--- config.mk ---
export PLATFORM = sky130hd
export DESIGN_NAME = timer_prescaler_reload_search_top
export DESIGN_NICKNAME = d
export VERILOG_FILES = /design/src/rtl/tprs_pkg.sv /design/src/rtl/tprs_div.sv /design/src/rtl/timer_prescaler_reload_search_top.sv
export SDC_FILE = /design/constraint.sdc
export NUM_CORES = 1
export LEC_CHECK = 0
export ABC_AREA = 1
export BUFFER_PORTS_ARGS = -buffer_cell sky130_fd_sc_hd__buf_2
export CORE_UTILIZATION = 50
export CTS_CLUSTER_SIZE = 8
export DETAILED_ROUTE_END_ITERATION = 8
export GPL_TIMING_DRIVEN = 0
export PLACE_DENSITY = 0.7
export SYNTH_ARGS = -nofsm -noshare
export SYNTH_HDL_FRONTEND = slang
export SYNTH_SLANG_ARGS = --single-unit
--- constraint.sdc ---
create_clock -name clock -period 3.9 [get_ports clock]
set_input_delay 0.39 -clock clock [delete_from_list [all_inputs] [get_ports clock]]
set_output_delay 0.39 -clock clock [all_outputs]
set_load 0.01 [all_outputs]
--- src/rtl/tprs_pkg.sv ---
// ----------------------------------------------------------------------------
// tprs_pkg: shared constants for the timer prescaler / reload search
// Field widths, the reset clock rate and the width of the count that the
// divider works on.
// ----------------------------------------------------------------------------
package tprs_pkg;

   localparam int TIMER_RANGE_DEF = 65536;

   localparam int PERIOD_W = 32;
   localparam int MHZ_W    = 10;
   localparam int FIELD_W  = 16;

   // Width of the full product of period and clock rate, and of the largest legal count (2^32).
   localparam int PROD_W  = PERIOD_W + MHZ_W;
   localparam int COUNT_W = 33;

   localparam logic [MHZ_W-1:0] MHZ_RESET = 10'd72;

endpackage

--- src/rtl/tprs_div.sv ---
// ----------------------------------------------------------------------------
// tprs_div: restoring divider, one quotient bit per cycle
// Divides the count by the trial divisor. The dividend shifts out of the
// top of a shift register while quotient bits shift in at the bottom.
// ----------------------------------------------------------------------------
module tprs_div import tprs_pkg::*; #(
   parameter int DIV_W = 17
) (
   input  logic               clock,
   input  logic               reset,
   input  logic               div_start,
   input  logic [COUNT_W-1:0] div_dividend,
   input  logic [DIV_W-1:0]   div_divisor,
   output logic               div_done,
   output logic [COUNT_W-1:0] div_quotient,
   output logic [DIV_W-1:0]   div_remainder
);

   localparam int STEP_W = $clog2(COUNT_W);
   localparam logic [STEP_W-1:0] LAST_STEP = STEP_W'(COUNT_W - 1);

   logic               busy_ff, busy_in;
   logic               done_ff, done_in;
   logic [STEP_W-1:0]  step_ff, step_in;
   logic [COUNT_W-1:0] qr_ff, qr_in;
   logic [DIV_W-1:0]   rem_ff, rem_in;
   logic [DIV_W-1:0]   dvs_ff, dvs_in;
   logic [DIV_W:0]     trial;
   logic               fits;

   assign trial = {rem_ff, qr_ff[COUNT_W-1]};
   assign fits  = trial >= {1'b0, dvs_ff};

   always_comb begin
      busy_in = busy_ff;
      done_in = 1'b0;
      step_in = step_ff;
      qr_in   = qr_ff;
      rem_in  = rem_ff;
      dvs_in  = dvs_ff;
      if (div_start) begin
         busy_in = 1'b1;
         step_in = '0;
         qr_in   = div_dividend;
         rem_in  = '0;
         dvs_in  = div_divisor;
      end else if (busy_ff) begin
         qr_in = {qr_ff[COUNT_W-2:0], fits};
         // The partial remainder stays below the divisor, so it fits DIV_W bits.
         if (fits) begin
            rem_in = DIV_W'(trial - {1'b0, dvs_ff});
         end else begin
            rem_in = trial[DIV_W-1:0];
         end
         step_in = step_ff + 1'b1;
         if (step_ff == LAST_STEP) begin
            busy_in = 1'b0;
            done_in = 1'b1;
         end
      end
   end

   always_ff @(posedge clock) begin
      if (reset) begin
         busy_ff <= 1'b0;
         done_ff <= 1'b0;
      end else begin
         busy_ff <= busy_in;
         done_ff <= done_in;
      end
      step_ff <= step_in;
      qr_ff   <= qr_in;
      rem_ff  <= rem_in;
      dvs_ff  <= dvs_in;
   end

   assign div_done      = done_ff;
   assign div_quotient  = qr_ff;
   assign div_remainder = rem_ff;

endmodule

--- src/rtl/timer_prescaler_reload_search_top.sv ---
// ----------------------------------------------------------------------------
// timer_prescaler_reload_search_top: prescaler and auto-reload search
// Splits a period in microseconds into prescaler-1 and reload-1 for a timer
// clocked at csr_counter_mhz.
// ----------------------------------------------------------------------------
// An item is taken when start is high and busy is low; busy then stays high
// until the result is produced, and the result appears on the rsp_ ports for
// exactly one cycle with rsp_valid high, so the receiver must take it then.
// The count period_us * counter_mhz is formed by a bit-serial shift-add over
// the clock-rate bits. A count of zero or above 2^32 gives an error result
// from the check that follows the multiply. Otherwise every trial divisor from
// 1 up to TIMER_RANGE goes through a restoring divider that makes one quotient
// bit per cycle; the search ends early at the first divisor that splits the
// count exactly with a quotient that fits. The product d*q is never formed:
// the largest product is the smallest remainder among divisors whose
// quotient fits.
// ----------------------------------------------------------------------------
module timer_prescaler_reload_search_top import tprs_pkg::*; #(
   parameter int TIMER_RANGE = TIMER_RANGE_DEF
) (
   input  logic                clock,
   input  logic                reset,
   input  logic                start,
   output logic                busy,
   input  logic [PERIOD_W-1:0] req_period_us,
   output logic                rsp_valid,
   output logic                rsp_period_error,
   output logic [FIELD_W-1:0]  rsp_prescaler_minus_one,
   output logic [FIELD_W-1:0]  rsp_reload_minus_one,
   input  logic                csr_valid,
   output logic                csr_ready,
   input  logic [MHZ_W-1:0]    csr_counter_mhz
);

   localparam int DIV_W = $clog2(TIMER_RANGE + 1);
   localparam int MUL_W = $clog2(MHZ_W);
   localparam logic [DIV_W-1:0]   RANGE_D   = DIV_W'(TIMER_RANGE);
   localparam logic [COUNT_W-1:0] RANGE_Q   = COUNT_W'(TIMER_RANGE);
   localparam logic [MUL_W-1:0]   LAST_MBIT = MUL_W'(MHZ_W - 1);

   typedef enum logic [4:0] {
      S_IDLE   = 5'b00001,
      S_MUL    = 5'b00010,
      S_CHECK  = 5'b00100,
      S_DIV    = 5'b01000,
      S_REPORT = 5'b10000
   } state_type;

   state_type           state_ff, state_in;
   logic [MHZ_W-1:0]    mhz_ff;
   logic [PERIOD_W-1:0] period_ff, period_in;
   logic [MHZ_W-1:0]    mhz_sh_ff, mhz_sh_in;
   logic [MUL_W-1:0]    mul_ctr_ff, mul_ctr_in;
   logic [PROD_W-1:0]   acc_ff, acc_in;
   logic [DIV_W-1:0]    trial_ff, trial_in;
   logic                found_ff, found_in;
   logic [DIV_W-1:0]    best_rem_ff, best_rem_in;
   logic [DIV_W-1:0]    best_d_ff, best_d_in;
   logic [DIV_W-1:0]    best_q_ff, best_q_in;

   logic                rsp_valid_ff, rsp_valid_in;
   logic                rsp_error_ff, rsp_error_in;
   logic [FIELD_W-1:0]  rsp_presc_ff, rsp_presc_in;
   logic [FIELD_W-1:0]  rsp_reload_ff, rsp_reload_in;

   logic                div_start;
   logic                div_done;
   logic [COUNT_W-1:0]  div_quotient;
   logic [DIV_W-1:0]    div_remainder;

   logic count_zero, count_big;
   logic q_ok, take;

   assign count_zero = acc_ff == '0;
   assign count_big  = (|acc_ff[PROD_W-1:COUNT_W]) ||
                       (acc_ff[COUNT_W-1] && (|acc_ff[COUNT_W-2:0]));

   // A zero quotient gives a zero product, which never beats the start value.
   assign q_ok = (div_quotient != '0) && (div_quotient <= RANGE_Q);
   assign take = q_ok && (!found_ff || (div_remainder < best_rem_ff));

   always_comb begin
      state_in      = state_ff;
      period_in     = period_ff;
      mhz_sh_in     = mhz_sh_ff;
      mul_ctr_in    = mul_ctr_ff;
      acc_in        = acc_ff;
      trial_in      = trial_ff;
      found_in      = found_ff;
      best_rem_in   = best_rem_ff;
      best_d_in     = best_d_ff;
      best_q_in     = best_q_ff;
      rsp_valid_in  = 1'b0;
      rsp_error_in  = rsp_error_ff;
      rsp_presc_in  = rsp_presc_ff;
      rsp_reload_in = rsp_reload_ff;
      div_start     = 1'b0;
      unique case (state_ff)
         S_IDLE: begin
            if (start) begin
               period_in  = req_period_us;
               mhz_sh_in  = mhz_ff;
               mul_ctr_in = '0;
               acc_in     = '0;
               state_in   = S_MUL;
            end
         end
         S_MUL: begin
            // Most significant clock-rate bit first: double, then add.
            acc_in = (acc_ff << 1) +
                     (mhz_sh_ff[MHZ_W-1] ? PROD_W'(period_ff) : PROD_W'(0));
            mhz_sh_in  = mhz_sh_ff << 1;
            mul_ctr_in = mul_ctr_ff + 1'b1;
            if (mul_ctr_ff == LAST_MBIT) begin
               state_in = S_CHECK;
            end
         end
         S_CHECK: begin
            if (count_zero || count_big) begin
               rsp_valid_in  = 1'b1;
               rsp_error_in  = 1'b1;
               rsp_presc_in  = '0;
               rsp_reload_in = '0;
               state_in      = S_IDLE;
            end else begin
               found_in  = 1'b0;
               trial_in  = DIV_W'(1);
               div_start = 1'b1;
               state_in  = S_DIV;
            end
         end
         S_DIV: begin
            if (div_done) begin
               if (take) begin
                  found_in    = 1'b1;
                  best_rem_in = div_remainder;
                  best_d_in   = trial_ff;
                  best_q_in   = div_quotient[DIV_W-1:0];
               end
               // An exact split cannot be beaten by any later divisor.
               if ((take && (div_remainder == '0)) || (trial_ff == RANGE_D)) begin
                  state_in = S_REPORT;
               end else begin
                  trial_in  = trial_ff + 1'b1;
                  div_start = 1'b1;
               end
            end
         end
         S_REPORT: begin
            rsp_valid_in = 1'b1;
            if (found_ff) begin
               rsp_error_in  = 1'b0;
               rsp_presc_in  = FIELD_W'(best_d_ff - 1'b1);
               rsp_reload_in = FIELD_W'(best_q_ff - 1'b1);
            end else begin
               rsp_error_in  = 1'b1;
               rsp_presc_in  = '0;
               rsp_reload_in = '0;
            end
            state_in = S_IDLE;
         end
         default: begin
            state_in = S_IDLE;
         end
      endcase
   end

   always_ff @(posedge clock) begin
      if (reset) begin
         state_ff     <= S_IDLE;
         rsp_valid_ff <= 1'b0;
         mhz_ff       <= MHZ_RESET;
      end else begin
         state_ff     <= state_in;
         rsp_valid_ff <= rsp_valid_in;
         if (csr_valid && csr_ready) begin
            mhz_ff <= csr_counter_mhz;
         end
      end
      period_ff     <= period_in;
      mhz_sh_ff     <= mhz_sh_in;
      mul_ctr_ff    <= mul_ctr_in;
      acc_ff        <= acc_in;
      trial_ff      <= trial_in;
      found_ff      <= found_in;
      best_rem_ff   <= best_rem_in;
      best_d_ff     <= best_d_in;
      best_q_ff     <= best_q_in;
      rsp_error_ff  <= rsp_error_in;
      rsp_presc_ff  <= rsp_presc_in;
      rsp_reload_ff <= rsp_reload_in;
   end

   tprs_div #(
      .DIV_W(DIV_W)
   ) u_div (
      .clock        (clock),
      .reset        (reset),
      .div_start    (div_start),
      .div_dividend (acc_ff[COUNT_W-1:0]),
      .div_divisor  (trial_in),
      .div_done     (div_done),
      .div_quotient (div_quotient),
      .div_remainder(div_remainder)
   );

   assign busy                    = state_ff != S_IDLE;
   assign csr_ready               = 1'b1;
   assign rsp_valid               = rsp_valid_ff;
   assign rsp_period_error        = rsp_error_ff;
   assign rsp_prescaler_minus_one = rsp_presc_ff;
   assign rsp_reload_minus_one    = rsp_reload_ff;

`ifndef ASSERT_OFF
   a_rsp_source: assert property (@(posedge clock) disable iff (reset)
      rsp_valid_ff |-> ($past(state_ff) == S_CHECK || $past(state_ff) == S_REPORT))
      else $error("result strobe without a finished search");

   a_start_busy: assert property (@(posedge clock) disable iff (reset)
      (start && !busy) |=> busy)
      else $error("accepted item did not raise busy");

   a_error_zero: assert property (@(posedge clock) disable iff (reset)
      (rsp_valid_ff && rsp_error_ff) |-> (rsp_presc_ff == '0 && rsp_reload_ff == '0))
      else $error("error result carries nonzero fields");

   a_done_in_search: assert property (@(posedge clock) disable iff (reset)
      div_done |-> (state_ff == S_DIV))
      else $error("divider finished outside the search");

   a_found_quotient: assert property (@(posedge clock) disable iff (reset)
      (state_ff == S_REPORT && found_ff) |-> (best_q_ff != '0 && best_d_ff != '0))
      else $error("best split holds a zero divisor or quotient");
`endif

endmodule

==> out/qor.csv <==
metric,value,unit
r2r worst-path depth,18,
synthesized area per cell,8.41,um^2
Post-Route WL,36700,um
ys flop type,edfxtp_1,
Crit Path Class,reg2reg,
register area share after synthesis,51.4,%
I/O pin total,82,
DRC,0,
Initial Util,51.0,%
routed via count,12464,
Setup Buffers After CTS,0,
r2r setup slk,0.20,ns
DRT Pass-1 Iters,5,
Total Nets Final,2046,
Synthesized Nets,1923,
via/cell ratio,5.32,
port bufs,79,
Setup Skew,0.0183,ns
type of origin of the critical path,flop,
DR iter-0 viols,1022,
"area leader, netlist",edfxtp_1,
Synth async-reset ratio,0,%
clock buffer depth,3,
die height,176,um
Cells after DPL,2274,
DP HPWL,27600,um
Least-Margin Pin Slew,1.04,ns
gr ovfl total,0,
Final Non-Filler Cells,2345,
Yosys warnings,0,
total clock sinks,279,
Clock Latency Late Sink,0.52,ns
CTS root buffer,clkbuf_16,
Overall Global Routing Usage,24.1,%
vias in the first global route,11874,
status,completed,
RR Endpoint,acc_ff[37]$_SDFFCE_PN0P_,
Final period util,94.8,%
Slew HR,30.3,%
hold_buf cts,0,
worst min path class,in2reg,
total CTS buffers,40,
Worst Setup SP,mhz_sh_ff[9]$_DFFE_PP_,
WL/cell,15.6,um
Max Clk Rate,270,MHz
die area,31000,um^2
"EDFF count, synth",221,
crit path to,acc_ff[37]$_SDFFCE_PN0P_,
Finish-stage setup viols,0,
ant diodes,0,
top cell type's share of synthesized area,43.7,%
CP Max Fanout,10,
row cnt,63,
Core Region,29700,um^2
RSZ-0062 raised after global routing,false,
initial antenna violation count,0,
leakage dissipation,7.55,nW
post-CTS resize count,0,
Synth cell types,44,
"Slew Viols, Final",0,
Clock transition at path regs,0.05,ns
PD cells,420,nW/um^2
cells after synthesis,1803,
CTS tree,yes,
largest net degree at the start of global routing,34,
peak supply drop,0.000331,V
Final Wtd Congestion,0.949,
"Area growth, synth to finish",13.8,%
commonest cells in the netlist,"nand2_1, nor2_1, inv_1",
"count leader, synth",nand2_1,
H-Tree Depth,2,
ranking of synthesized cells by area,"edfxtp_1, nand2_1, dfxtp_1, ha_1, nor2_1",
Reg2Reg Launch Point,mhz_sh_ff[9]$_DFFE_PP_,
Hold Fails Final Rpt,0,
first-pass GRT wire length,59200,um
max_cap viols,0,
"Req. time, crit path",4.13,ns
DRT antenna net count,0,
Tot Pwr,7.25,mW
Die Wd,176,um
"FF+latch count, synth",279,
crit path DAT,3.93,ns
Worst setup EP type,flop,
Synth Cell Area,15200,um^2
min Tclk post-route,3.70,ns
share of layout cells above drive strength 1,8.90,%
-- worst min-delay path by stage --
stage | startpoint | end | slack [ns] | cells past startpoint
global placement | mhz_ff[6]$_SDFFE_PP1P_ | mhz_ff[6]$_SDFFE_PP1P_ | 0.44 | 2
finish | req_period_us[24] | period_ff[24]$_DFFE_PP_ | 0.04 | 1
global route | req_period_us[22] | period_ff[22]$_DFFE_PP_ | 0.02 | 1
CTS | req_period_us[24] | period_ff[24]$_DFFE_PP_ | 0.03 | 1
detailed placement | mhz_ff[3]$_SDFFE_PP1P_ | mhz_ff[3]$_SDFFE_PP1P_ | 0.45 | 2
floorplan | mhz_ff[3]$_SDFFE_PP1P_ | mhz_ff[3]$_SDFFE_PP1P_ | 0.43 | 2
-- worst max-delay path, stage by stage, from the launching register on --
cell,delay [ns]
edfxtp_1,0.54
clkbuf_2,0.28
nand2_1,0.08
inv_1,0.06
ha_1,0.25
inv_1,0.14
fa_1,0.44
inv_1,0.14
nand3_1,0.08
nand2_1,0.11
a21oi_1,0.16
o21ai_1,0.33
nand3_1,0.12
nand2_1,0.19
nand3_1,0.09
nand2_1,0.20
nand2_1,0.07
nand2_1,0.07
a21oi_1,0.06
-- cell type report --
cell class | count | area, um^2
sequential | 279 | 7800
tap | 390 | 488
multi-input combinational | 1255 | 6350
clock inverter | 2 | 17.5
fill | 2672 | 12500
inverter | 234 | 878
clock buffer | 69 | 1130
timing repair buffer | 81 | 435
buffer | 35 | 171
-- kinds of logic after synthesis --
group | Yosys count | synth area share, %
and+or+nand+nor | 864 | 23.7
buffers and inverters | 269 | 6.91
xor gates and xnor gates | 22 | 1.27
other | 1 | 0.0247
AOI/OAI and AO/OA | 294 | 10.5
DFF | 279 | 51.4
adders and majority gates | 74 | 6.20
-- per-stage QoR --
| stage | setup WS, ns | hold WS [ns] | utilization (%) | setup TNS, ns | instance area [um^2] |
|---|---|---|---|---|---|
| 5_1_grt | 0.0492 | 0.0240 | 58.1 | 0 | 17300 |
| 3_3_place_gp | -1.18 | 0.441 | 54.0 | -94.40 | 16100 |
| 6_report | 0.202 | 0.0417 | 58.1 | 0 | 17300 |
| 3_5_place_dp | 0.0835 | 0.446 | 54.2 | 0 | 16100 |
| 2_1_floorplan | 0.157 | 0.429 | - | 0 | 15200 |
| 4_1_cts | 0.0404 | 0.0259 | 58.1 | 0 | 17300 |
-- routing by layer --
metal | vias up | GRT usage [%] | wire, um
li1 | 6297 | - | -
met1 | 5741 | 32.4 | 16800
met2 | 360 | 40.3 | 16900
met3 | 66 | 3.08 | 2020
met4 | 0 | 7.79 | 901
met5 | - | 0 | 0
-- sequential cells by signal, indices dropped and copies added (netlist names), 16 cells and up --
name,cells
u_div.dvs_ff,17
rsp_prescaler_minus_one,16
acc_ff,42
rsp_reload_minus_one,16
u_div.div_quotient,33
period_ff,32
best_rem_ff,17
trial_ff,17
best_d_ff,16
best_q_ff,16
u_div.div_remainder,17
-- cell usage in the layout, fill, tap and decap left out, types with 7 or more instances in the layout --
cell         n
xor2_1      10
a22oi_1      7
inv_1      227
nor4_1      21
nand2_1    441
o21ai_0    100
dfxtp_1     58
edfxtp_1   221
nor3_1      22
clkbuf_16   41
inv_2        7
clkbuf_1    47
xnor2_1     12
ha_1        72
nand3_1     87
or2_2       10
nand4_1     24
o21a_1      12
a21oi_1    140
nor2_1     231
buf_2       89
a21o_1       9
-- where the power goes --
part | total [mW] | internal, mW | switching, mW | leakage [nW]
combinational | 0.640 | 0.198 | 0.441 | 4.45
sequential | 3.42 | 3.33 | 0.0898 | 2.56
clock | 3.19 | 1.95 | 1.24 | 0.547
Power figures use the tool's default switching activity.
